### src/design/lapl_pkg.sv
// Shared types and constants for the 3x3 Laplacian RGB edge filter.
// No dependencies; used by the line store, the channel lanes and the top level.
package lapl_pkg;

    localparam int CHAN_W      = 8;
    localparam int SUM_W       = 11;   // sum of eight 8-bit values, also 8*center
    localparam int SIZE_W      = 11;   // image size registers
    localparam int ROW_W       = 11;   // row counter, runs to height+1 while draining
    localparam int CFG_IDX_W   = 2;

    localparam logic [SIZE_W-1:0] MIN_SIZE     = 11'd3;
    localparam int                HEIGHT_LIMIT = 1024;
    localparam logic [SIZE_W-1:0] WIDTH_RESET  = 11'd640;
    localparam logic [SIZE_W-1:0] HEIGHT_RESET = 11'd480;
    localparam logic [CHAN_W-1:0] CHAN_MAX     = 8'd255;

    localparam logic [CFG_IDX_W-1:0] CFG_IMAGE_WIDTH  = 2'd0;
    localparam logic [CFG_IDX_W-1:0] CFG_IMAGE_HEIGHT = 2'd1;

    typedef struct packed {
        logic [CHAN_W-1:0] red;
        logic [CHAN_W-1:0] green;
        logic [CHAN_W-1:0] blue;
    } pixel_t;

    // one channel of the 3x3 window, row-major, entry 4 is the center
    typedef logic [8:0][CHAN_W-1:0] chan_win_t;

    typedef struct packed {
        logic load;
        logic border;
    } lane_ctl_t;

endpackage

### src/design/lapl_lane.sv
// One color channel of the filter: 8*center minus neighbors, clamped, or border pass.
// Depends on lapl_pkg for window and control types.
module lapl_lane (
    input  logic                         aclk,
    input  lapl_pkg::lane_ctl_t          ctl,
    input  lapl_pkg::chan_win_t          win,
    output logic [lapl_pkg::CHAN_W-1:0]  pix_out
);

    logic [lapl_pkg::SUM_W-1:0]  nb_sum;
    logic [lapl_pkg::SUM_W-1:0]  center_x8;
    logic [lapl_pkg::SUM_W-1:0]  diff;
    logic [lapl_pkg::CHAN_W-1:0] filt;
    logic [lapl_pkg::CHAN_W-1:0] pix_reg;

    always_comb begin
        nb_sum = '0;
        for (int k = 0; k < 9; k++) begin
            if (k != 4) begin
                nb_sum = nb_sum + lapl_pkg::SUM_W'(win[k]);
            end
        end
        center_x8 = {win[4], 3'b000};
        diff      = center_x8 - nb_sum;
        if (center_x8 <= nb_sum) begin
            filt = '0;
        end else if (diff > lapl_pkg::SUM_W'(lapl_pkg::CHAN_MAX)) begin
            filt = lapl_pkg::CHAN_MAX;
        end else begin
            filt = diff[lapl_pkg::CHAN_W-1:0];
        end
    end

    always_ff @(posedge aclk) begin
        if (ctl.load) begin
            pix_reg <= ctl.border ? win[4] : filt;
        end
    end

    assign pix_out = pix_reg;

endmodule

### config.mk
export PLATFORM = sky130hd
export DESIGN_NAME = lapl_lane
export DESIGN_NICKNAME = d
export VERILOG_FILES = /design/src/design/lapl_pkg.sv /design/src/design/lapl_lane.sv
export SDC_FILE = /design/constraint.sdc
export NUM_CORES = 1
export LEC_CHECK = 0
export ABC_AREA = 1
export BUFFER_PORTS_ARGS = -buffer_cell sky130_fd_sc_hd__buf_2
export CORE_MARGIN = 2
export CORE_UTILIZATION = 57
export DETAILED_ROUTE_END_ITERATION = 6
export MAX_ROUTING_LAYER = met4
export PLACE_DENSITY = 0.92
export SYNTH_ARGS = -nofsm -noshare
export SYNTH_HDL_FRONTEND = slang
export SYNTH_SLANG_ARGS = --single-unit
### constraint.sdc
create_clock -name aclk -period 10.3 [get_ports aclk]
set_clock_uncertainty 0.05 [all_clocks]
set_input_delay 0.515 -clock aclk [delete_from_list [all_inputs] [get_ports aclk]]
set_output_delay 0.515 -clock aclk [all_outputs]
set_load 0.05 [all_outputs]
==> results.json, run 1 <==
{
  "max_freq_mhz": 183,
  "drt-total-wl_mm": 5.52,
  "post-route-min-period_ps": 5460,
  "clockRootBuffer": "clkbuf_8",
  "nFillCells": 375,
  "whs_ps": 536,
  "grt.overflow.total": 0,
  "rsz0062_at_grt": "no",
  "dp_hpwl_mm": 5.06,
  "cts_buffers": 3,
  "cp_common_cell": "fa_1",
  "slew_violations": 0,
  "ys_ff_latch": 8,
  "area_delta_synth_final_pct": 19.2,
  "hold_path.class": "in -> reg",
  "dieWidth_um": 72.5,
  "critical_path.slowest_cell": "fa_1",
  "place_inst": 476,
  "cts_max_level": 1,
  "slowest_delay_ps": 540,
  "largest_reg_flops": 8,
  "antennaDiodeCount": 0,
  "cts_buffer_depth": 2,
  "hold_violations": 0,
  "drtAntennaViolNets": 0,
  "tns_ps": 0,
  "final.period_utilization": 0.530,
  "cap_violations": 0,
  "synth_top_cell_area_share": 0.352,
  "postCtsResizedCells": 0,
  "die_area_um2": 5260,
  "ys_seq_area_frac": 0.0898,
  "postCtsSetupRepairBufs": 0,
  "final_cells": 479,
  "cts_sinks": 8,
  "finalSetupViolCount": 0,
  "syn_area_um2": 2680,
  "multi_input_area_um2": 1980,
  "tightest_slew_ps": 257,
  "synth_top_area_cell": "fa_1",
  "track_usage": 0.231,
  "drt-initial-drc-count": 105,
  "grt_pass1_vias": 2413,
  "gp_congestion": 0.931,
  "fin_nets": 572,
  "status": "finished, final reports clean",
  "slew_headroom": 0.830,
  "required_ps": 10220,
  "synth_warnings": 0,
  "dr.pass1.iters": 4,
  "cp-end-kind": "register",
  "syn_avg_cell_area_um2": 7.80,
  "worst-path-max-fanout": 8,
  "cts_tree": "yes",
  "dpl_cell_area_um2": 3150,
  "vias": 2351,
  "synth_fp_nets": 486,
  "stdcell_area_um2": 3190,
  "core_region_area_um2": 4440,
  "routed_via_density": 4.91,
  "antenna_found_initial": 0,
  "rows": 24,
  "ys_top_cells_by_area": "fa_1, inv_1, ha_1",
  "seq_area_um2": 240,
  "routedWlPerCell_um": 11.5,
  "layout_common_cells": "inv_1, buf_2, nand2_1",
  "start_util": 0.602,
  "synth_cells": 343,
  "io_pins": 83,
  "portBuffers": 82,
  "synth_cell_types": 26,
  "clkTransAtPathRegs_ps": 40,
  "postCtsHoldBufs": 0,
  "grt_max_degree": 10,
  "grt_pass1_wl_mm": 9.41,
  "drc_errors": 0,
  "start_kind": "input port",
  "die_y_um": 72.5,
  "crit_type": "in -> reg",
  "layout_commonest_cell": "inv_1",
  "drive_above_1_share": 0.272,
  "arrival_ps": 5390
}
[cells by family (layout without fill, tap and decap cells)]
family                   after synthesis  after routing  share of synthesized area
AND/OR/NAND/NOR                      120            120                      0.229
XOR/XNOR                               7              7                     0.0229
adder cells (fa/ha/maj)               68             68                      0.450
AO/OA/AOI/OAI                         18             18                     0.0374
flip-flops                             8              8                     0.0898
buffers and inverters                122            206                      0.171
[synthesized netlist by cell type (all sizes together)]
library cell  instances
xor2                  3
nand3b                3
o21bai                2
nand4                 9
nand3                18
nor2                 14
o211ai                1
fa                   47
inv                 120
nand2                74
ha                   21
edfxtp                8
buf                   1
o21ai                 1
nor3                  2
xnor2                 4
a21oi                13
clkinv                1
a21o                  1
[worst paths after layout]
kind	depth (start not counted)	slack (ps)	start	end
setup / recovery	26	4840	win[3]	pix_out[4]
hold / removal	3	540	win[38]	pix_out[6]
[stage by stage]
| stage | util | setup WS, ps |
|---|---|---|
| 4_1_cts | 0.718 | 4820 |
| 6_report | 0.718 | 4840 |
| 5_1_grt | 0.718 | 4580 |
| 2_1_floorplan | - | 5100 |
| 3_5_place_dp | 0.708 | 4600 |
| 3_3_place_gp | 0.708 | 4740 |
[worst max-delay path: cells and delay by family]
kind | cells | cell delay [ps]
AOI/OAI and AO/OA | 3 | 480
xor gates and xnor gates | 1 | 210
adders and majority gates | 6 | 2880
buffers and inverters | 6 | 350
and+or+nand+nor | 10 | 950
[layout make-up]
cell class / count / area share
tap: 52 / 0.0204
inverter: 121 / 0.142
sequential: 8 / 0.0753
clock buffer: 3 / 0.0129
multi-input combinational: 213 / 0.620
timing repair buffer: 82 / 0.129
[routing by layer]
layer | routed length [µm] | GRT usage | vias up
li1 | - | - | 1167
met1 | 2110 | 0.252 | 1088
met4 | 123 | 0.0494 | 0
met3 | 278 | 0.0250 | 14
met5 | 0 | - | -
met2 | 3010 | 0.445 | 82
Power of run 1 is left out: the tool's default activity adds up to more than one toggle a clock period on the data nets, which glitch-free logic cannot reach.
==> run 2, diff against run 1 <==
ABC_AREA = 0   (was 1)
CORE_UTILIZATION = 52   (was 57)
PLACE_DENSITY = 0.87   (was 0.92)
clock period = 5.6 ns   (was 10.3 ns; I/O delays follow)
==> run 2 against run 1 <==
Against the previous run: synthesized cell count fell by 25%; count of clock-buffer cells in the layout did not move; critical path depth fell by 3; global-route usage fell by 5.1 points; routed wire length fell by 18%; first-iteration DRC count fell by 7.6%; worst setup slack got worse by 4600 ps; via count fell by 15%.
==> results.json, run 2 <==
{
  "seq_area_um2": 240,
  "cts_buffers": 3,
  "post-route-min-period_ps": 5390,
  "synth_fa_ha_area_frac": 0.501,
  "synth-async-reset-ratio": 0,
  "tightest_slew_ps": 414,
  "synth_edf_count": 8,
  "status": "finished, final reports clean",
  "worstHoldStart": "win[38]",
  "grt.overflow.total": 0,
  "dp_hpwl_mm": 4.01,
  "antenna_found_initial": 0,
  "place_inst": 401,
  "portBuffers": 82,
  "gp_congestion": 0.831,
  "max_freq_mhz": 186,
  "slowest_delay_ps": 540,
  "critical_path.slowest_cell": "fa_1",
  "path_cells": "buf_2, inv_1, fa_1, inv_1, fa_1, fa_1, fa_1, ha_2, buf_4, a21o_1, a21oi_2, nor2b_1, o21a_1, o41a_1, xnor2_1, ha_1, buf_4, a21oi_2, o21ai_2, a211oi_2, o22ai_4, nor2_4, a22oi_2",
  "synth_top_area_cell": "fa_1",
  "tns_ps": 0,
  "place_ws_ps": -155,
  "synth_warnings": 0,
  "cts_tree": "yes",
  "syn_avg_cell_area_um2": 9.32,
  "finalSetupViolCount": 0,
  "fin_ws_ps": 210,
  "drive_above_1_share": 0.355,
  "start_kind": "input port",
  "drt-initial-drc-count": 97,
  "vias": 1992,
  "final.period_utilization": 0.963,
  "synthTopCellsByCount": "inv_1, fa_1, ha_1",
  "required_ps": 5510,
  "cap_violations": 0,
  "synthXorXnorAreaFrac": 0.0505,
  "crit_type": "in -> reg",
  "cp_common_cell": "fa_1",
  "nFillCells": 331,
  "largest_reg_flops": 8,
  "synth_compound_area_frac": 0.132,
  "die_area_um2": 5180,
  "cp-end-kind": "register",
  "track_usage": 0.179,
  "drc_errors": 0,
  "synth_fp_nets": 401,
  "grt_max_degree": 13,
  "synth_flop_cell": "edfxtp_1",
  "cts_sinks": 8,
  "synth_cell_types": 42,
  "core_region_area_um2": 4410,
  "layout_common_cells": "inv_1, buf_2, fa_1",
  "crit_buf_inv": 5,
  "multi_input_area_um2": 1900,
  "fin_util": 0.705,
  "synth_cells": 258,
  "ys_seq_area_frac": 0.0999,
  "fin_nets": 500,
  "rows": 24,
  "ys_ff_latch": 8,
  "io_pins": 83,
  "antennaDiodeCount": 0,
  "clockRootBuffer": "clkbuf_8",
  "post-synth-top-count-cell": "inv_1",
  "hold_path.class": "in -> reg",
  "postCtsHoldBufs": 0,
  "grt_pass1_wl_mm": 7.44,
  "arrival_ps": 5300,
  "slew_violations": 0,
  "start_util": 0.545,
  "die_y_um": 72.0,
  "area_delta_synth_final_pct": 29.4,
  "syn_area_um2": 2400,
  "synth_top_family_by_area": "adder cells",
  "dieWidth_um": 72.0,
  "cts_buffer_depth": 2,
  "grt_pass1_vias": 1951,
  "routed_via_density": 4.89,
  "path_delay_family": "adder cells",
  "final_cells": 407,
  "synthMuxAreaShare": 0,
  "layout_commonest_cell": "inv_1",
  "ys_top_cells_by_area": "fa_1, inv_1, ha_1",
  "dr.pass1.iters": 4,
  "yosys.area_share.simple": 0.0666,
  "cts_max_level": 1,
  "routedWlPerCell_um": 11.2,
  "worst-path-max-fanout": 5,
  "hold_violations": 0,
  "drtAntennaViolNets": 0,
  "clkTransAtPathRegs_ps": 40,
  "slew_headroom": 0.722,
  "synth_top_cell_area_share": 0.391,
  "drt-total-wl_mm": 4.56,
  "crit_start": "win[2]"
}
## run 2: changes by cell type after synthesis, moves of 4 or more
cell and change:
nand2_1 -50, inv_1 -18, nand3_1 -11, nand2_2 -10
nand4_1 -9, inv_2 -7, nand3_2 -6, a22oi_1 +4
nor2_2 -4
## run 2: path summary, 6_finish.rpt
check | endpoint | slack (ps) | cells past startpoint
worst max-delay path | pix_out[0] | 210 | 23
worst min-delay path | pix_out[6] | 330 | 3
## run 2: repair_timing
action / 4_1_cts / 5_1_grt
resized for setup: 0 / 22
endpoints found under the setup margin: 0 / 8
buffers inserted: 0 / 3
## run 2: area by class of cell
type | count | area share
Multi-Input combinational cell | 154 | 0.611
Timing Repair Buffer | 95 | 0.163
Inverter | 95 | 0.115
Sequential cell | 8 | 0.0772
Tap cell | 52 | 0.0209
Clock buffer | 3 | 0.0133
## run 2: tightest hold or removal path: cells and delay by family
kind	cells	cell delay, ps
buffers and inverters	1	100
AOI/OAI and AO/OA	1	50
and+or+nand+nor	1	60
## run 2: per-layer routing
layer,up-vias,wire length [µm],GRT usage
li1,976,-,-
met1,938,1740,0.214
met2,74,2510,0.345
met3,4,267,0.0111
met4,0,38,0.0189
met5,-,0,-
## run 2: cells by family (layout without fill, tap and decap cells)
logic type,Yosys count,after routing
flops,8,8
buf+inv,96,193
simple gates,32,32
compound gates,41,41
fa+ha+maj,68,68
xor+xnor,13,13
## run 2: metrics by stage
stage          hold slack (ps)  instance area (µm²)
6_report                   332                 3110
5_1_grt                    353                 3110
4_1_cts                    324                 2990
3_5_place_dp               556                 2950
3_3_place_gp               564                 2950
2_1_floorplan              342                 2400
Power of run 2 is left out for the same reason.
==> run 3, diff against run 2 <==
MAX_ROUTING_LAYER = default   (was met4)
==> run 3 against run 2 <==
Against the previous run: non-clock buffer count unchanged; first-iteration DRC count shrank 19%; final area is the same; final cell count stayed put; utilization unchanged; count of clock-buffer cells in the layout unchanged; routed wire length about the same; critical path type unchanged.
==> results.json, run 3 (synthesized netlist as in run 2, its figures left out) <==
{
  "slew_violations": 0,
  "start_kind": "input port",
  "dr.pass1.iters": 4,
  "path_cells": "buf_2, inv_1, fa_1, inv_1, fa_1, fa_1, fa_1, ha_2, buf_4, a21o_1, a21oi_2, nor2b_1, o21a_1, o41a_1, xnor2_1, ha_1, buf_4, a21oi_2, o21ai_2, a211oi_2, o22ai_4, nor2_4, a22oi_2",
  "grt_pass1_wl_mm": 7.44,
  "status": "finished, final reports clean",
  "io_pins": 83,
  "cts_buffers": 3,
  "portBuffers": 82,
  "drt-initial-drc-count": 79,
  "drc_errors": 0,
  "path_delay_family": "adder cells",
  "layout_commonest_cell": "inv_1",
  "required_ps": 5510,
  "drive_above_1_share": 0.355,
  "layout_common_cells": "inv_1, buf_2, fa_1",
  "worst-path-max-fanout": 5,
  "grt_max_degree": 13,
  "cts_max_level": 1,
  "tightest_slew_ps": 420,
  "cts_sinks": 8,
  "cts_tree": "yes",
  "start_util": 0.545,
  "hold_violations": 0,
  "rows": 24,
  "antenna_found_initial": 0,
  "max_freq_mhz": 185,
  "die_area_um2": 5180,
  "final_cells": 407,
  "gp_congestion": 0.819,
  "hold_path.class": "in -> reg",
  "dieWidth_um": 72.0,
  "grt.overflow.total": 0,
  "arrival_ps": 5310,
  "routedWlPerCell_um": 11.2,
  "track_usage": 0.174,
  "cp_common_cell": "fa_1",
  "worstHoldStart": "win[38]",
  "drtAntennaViolNets": 0,
  "cap_violations": 0,
  "vias": 1998,
  "dp_hpwl_mm": 4.01,
  "grt_pass1_vias": 1951,
  "largest_reg_flops": 8,
  "cts_buffer_depth": 2,
  "min_to": "pix_out[6]",
  "die_y_um": 72.0,
  "fin_nets": 500,
  "clockRootBuffer": "clkbuf_8",
  "critical_path.slowest_cell": "fa_1",
  "crit_type": "in -> reg",
  "postCtsHoldBufs": 0,
  "slew_headroom": 0.718,
  "slowest_delay_ps": 540,
  "post-route-min-period_ps": 5400,
  "drt-total-wl_mm": 4.56,
  "fin_util": 0.705,
  "core_region_area_um2": 4410,
  "clkTransAtPathRegs_ps": 40,
  "antennaDiodeCount": 0,
  "area_delta_synth_final_pct": 29.4,
  "place_inst": 401,
  "final.period_utilization": 0.964,
  "cp-end-kind": "register",
  "routed_via_density": 4.91,
  "crit_buf_inv": 5,
  "min_path_cells": 3,
  "finalSetupViolCount": 0
}
-- run 3: cell counts in the layout (fill, tap and decap cells not counted) --
No cell type changed its count.
-- run 3: worst max-delay path by stage --
stage,startpoint,end,slack (ps),depth (start not counted)
floorplan,win[3],pix_out[0],110,21
global placement,win[3],pix_out[7],-60,24
detailed placement,win[3],pix_out[3],-160,24
CTS,win[3],pix_out[3],80,24
global route,win[2],pix_out[1],-30,23
finish,win[2],pix_out[0],200,23
-- run 3: repair_timing --
action / 4_1_cts / 5_1_grt
setup endpoints to repair: 0 / 8
gates resized for setup: 0 / 22
setup buffers: 0 / 3
-- run 3: cell type report --
cell class / count / area (µm²)
multi-input cells: 154 / 1900
clock buffers: 3 / 41.3
well taps: 52 / 65.1
flip-flops and latches: 8 / 240
inverters: 95 / 357
repair buffers: 95 / 508
fillers: 331 / 1300
-- run 3: routing by layer --
layer / share of wire / global-route usage / up-vias
met4: 0.0083 / 0.0189 / 0
li1: - / - / 978
met2: 0.55 / 0.345 / 78
met5: 0 / 0 / -
met3: 0.061 / 0.0139 / 4
met1: 0.38 / 0.212 / 938
-- run 3: metrics by stage --
| stage | setup slack [ps] | area (µm²) | TNS [ps] | hold slack, ps |
|---|---|---|---|---|
| after floorplan | 106 | 2400 | 0 | 342 |
| after global placement | -56.4 | 2950 | -266 | 564 |
| after detailed placement | -155 | 2950 | -1180 | 556 |
| after CTS | 76.1 | 2990 | 0 | 324 |
| after global routing | -32.1 | 3110 | -168 | 353 |
| final | 204 | 3110 | 0 | 329 |
Power of run 3 is left out for the same reason.
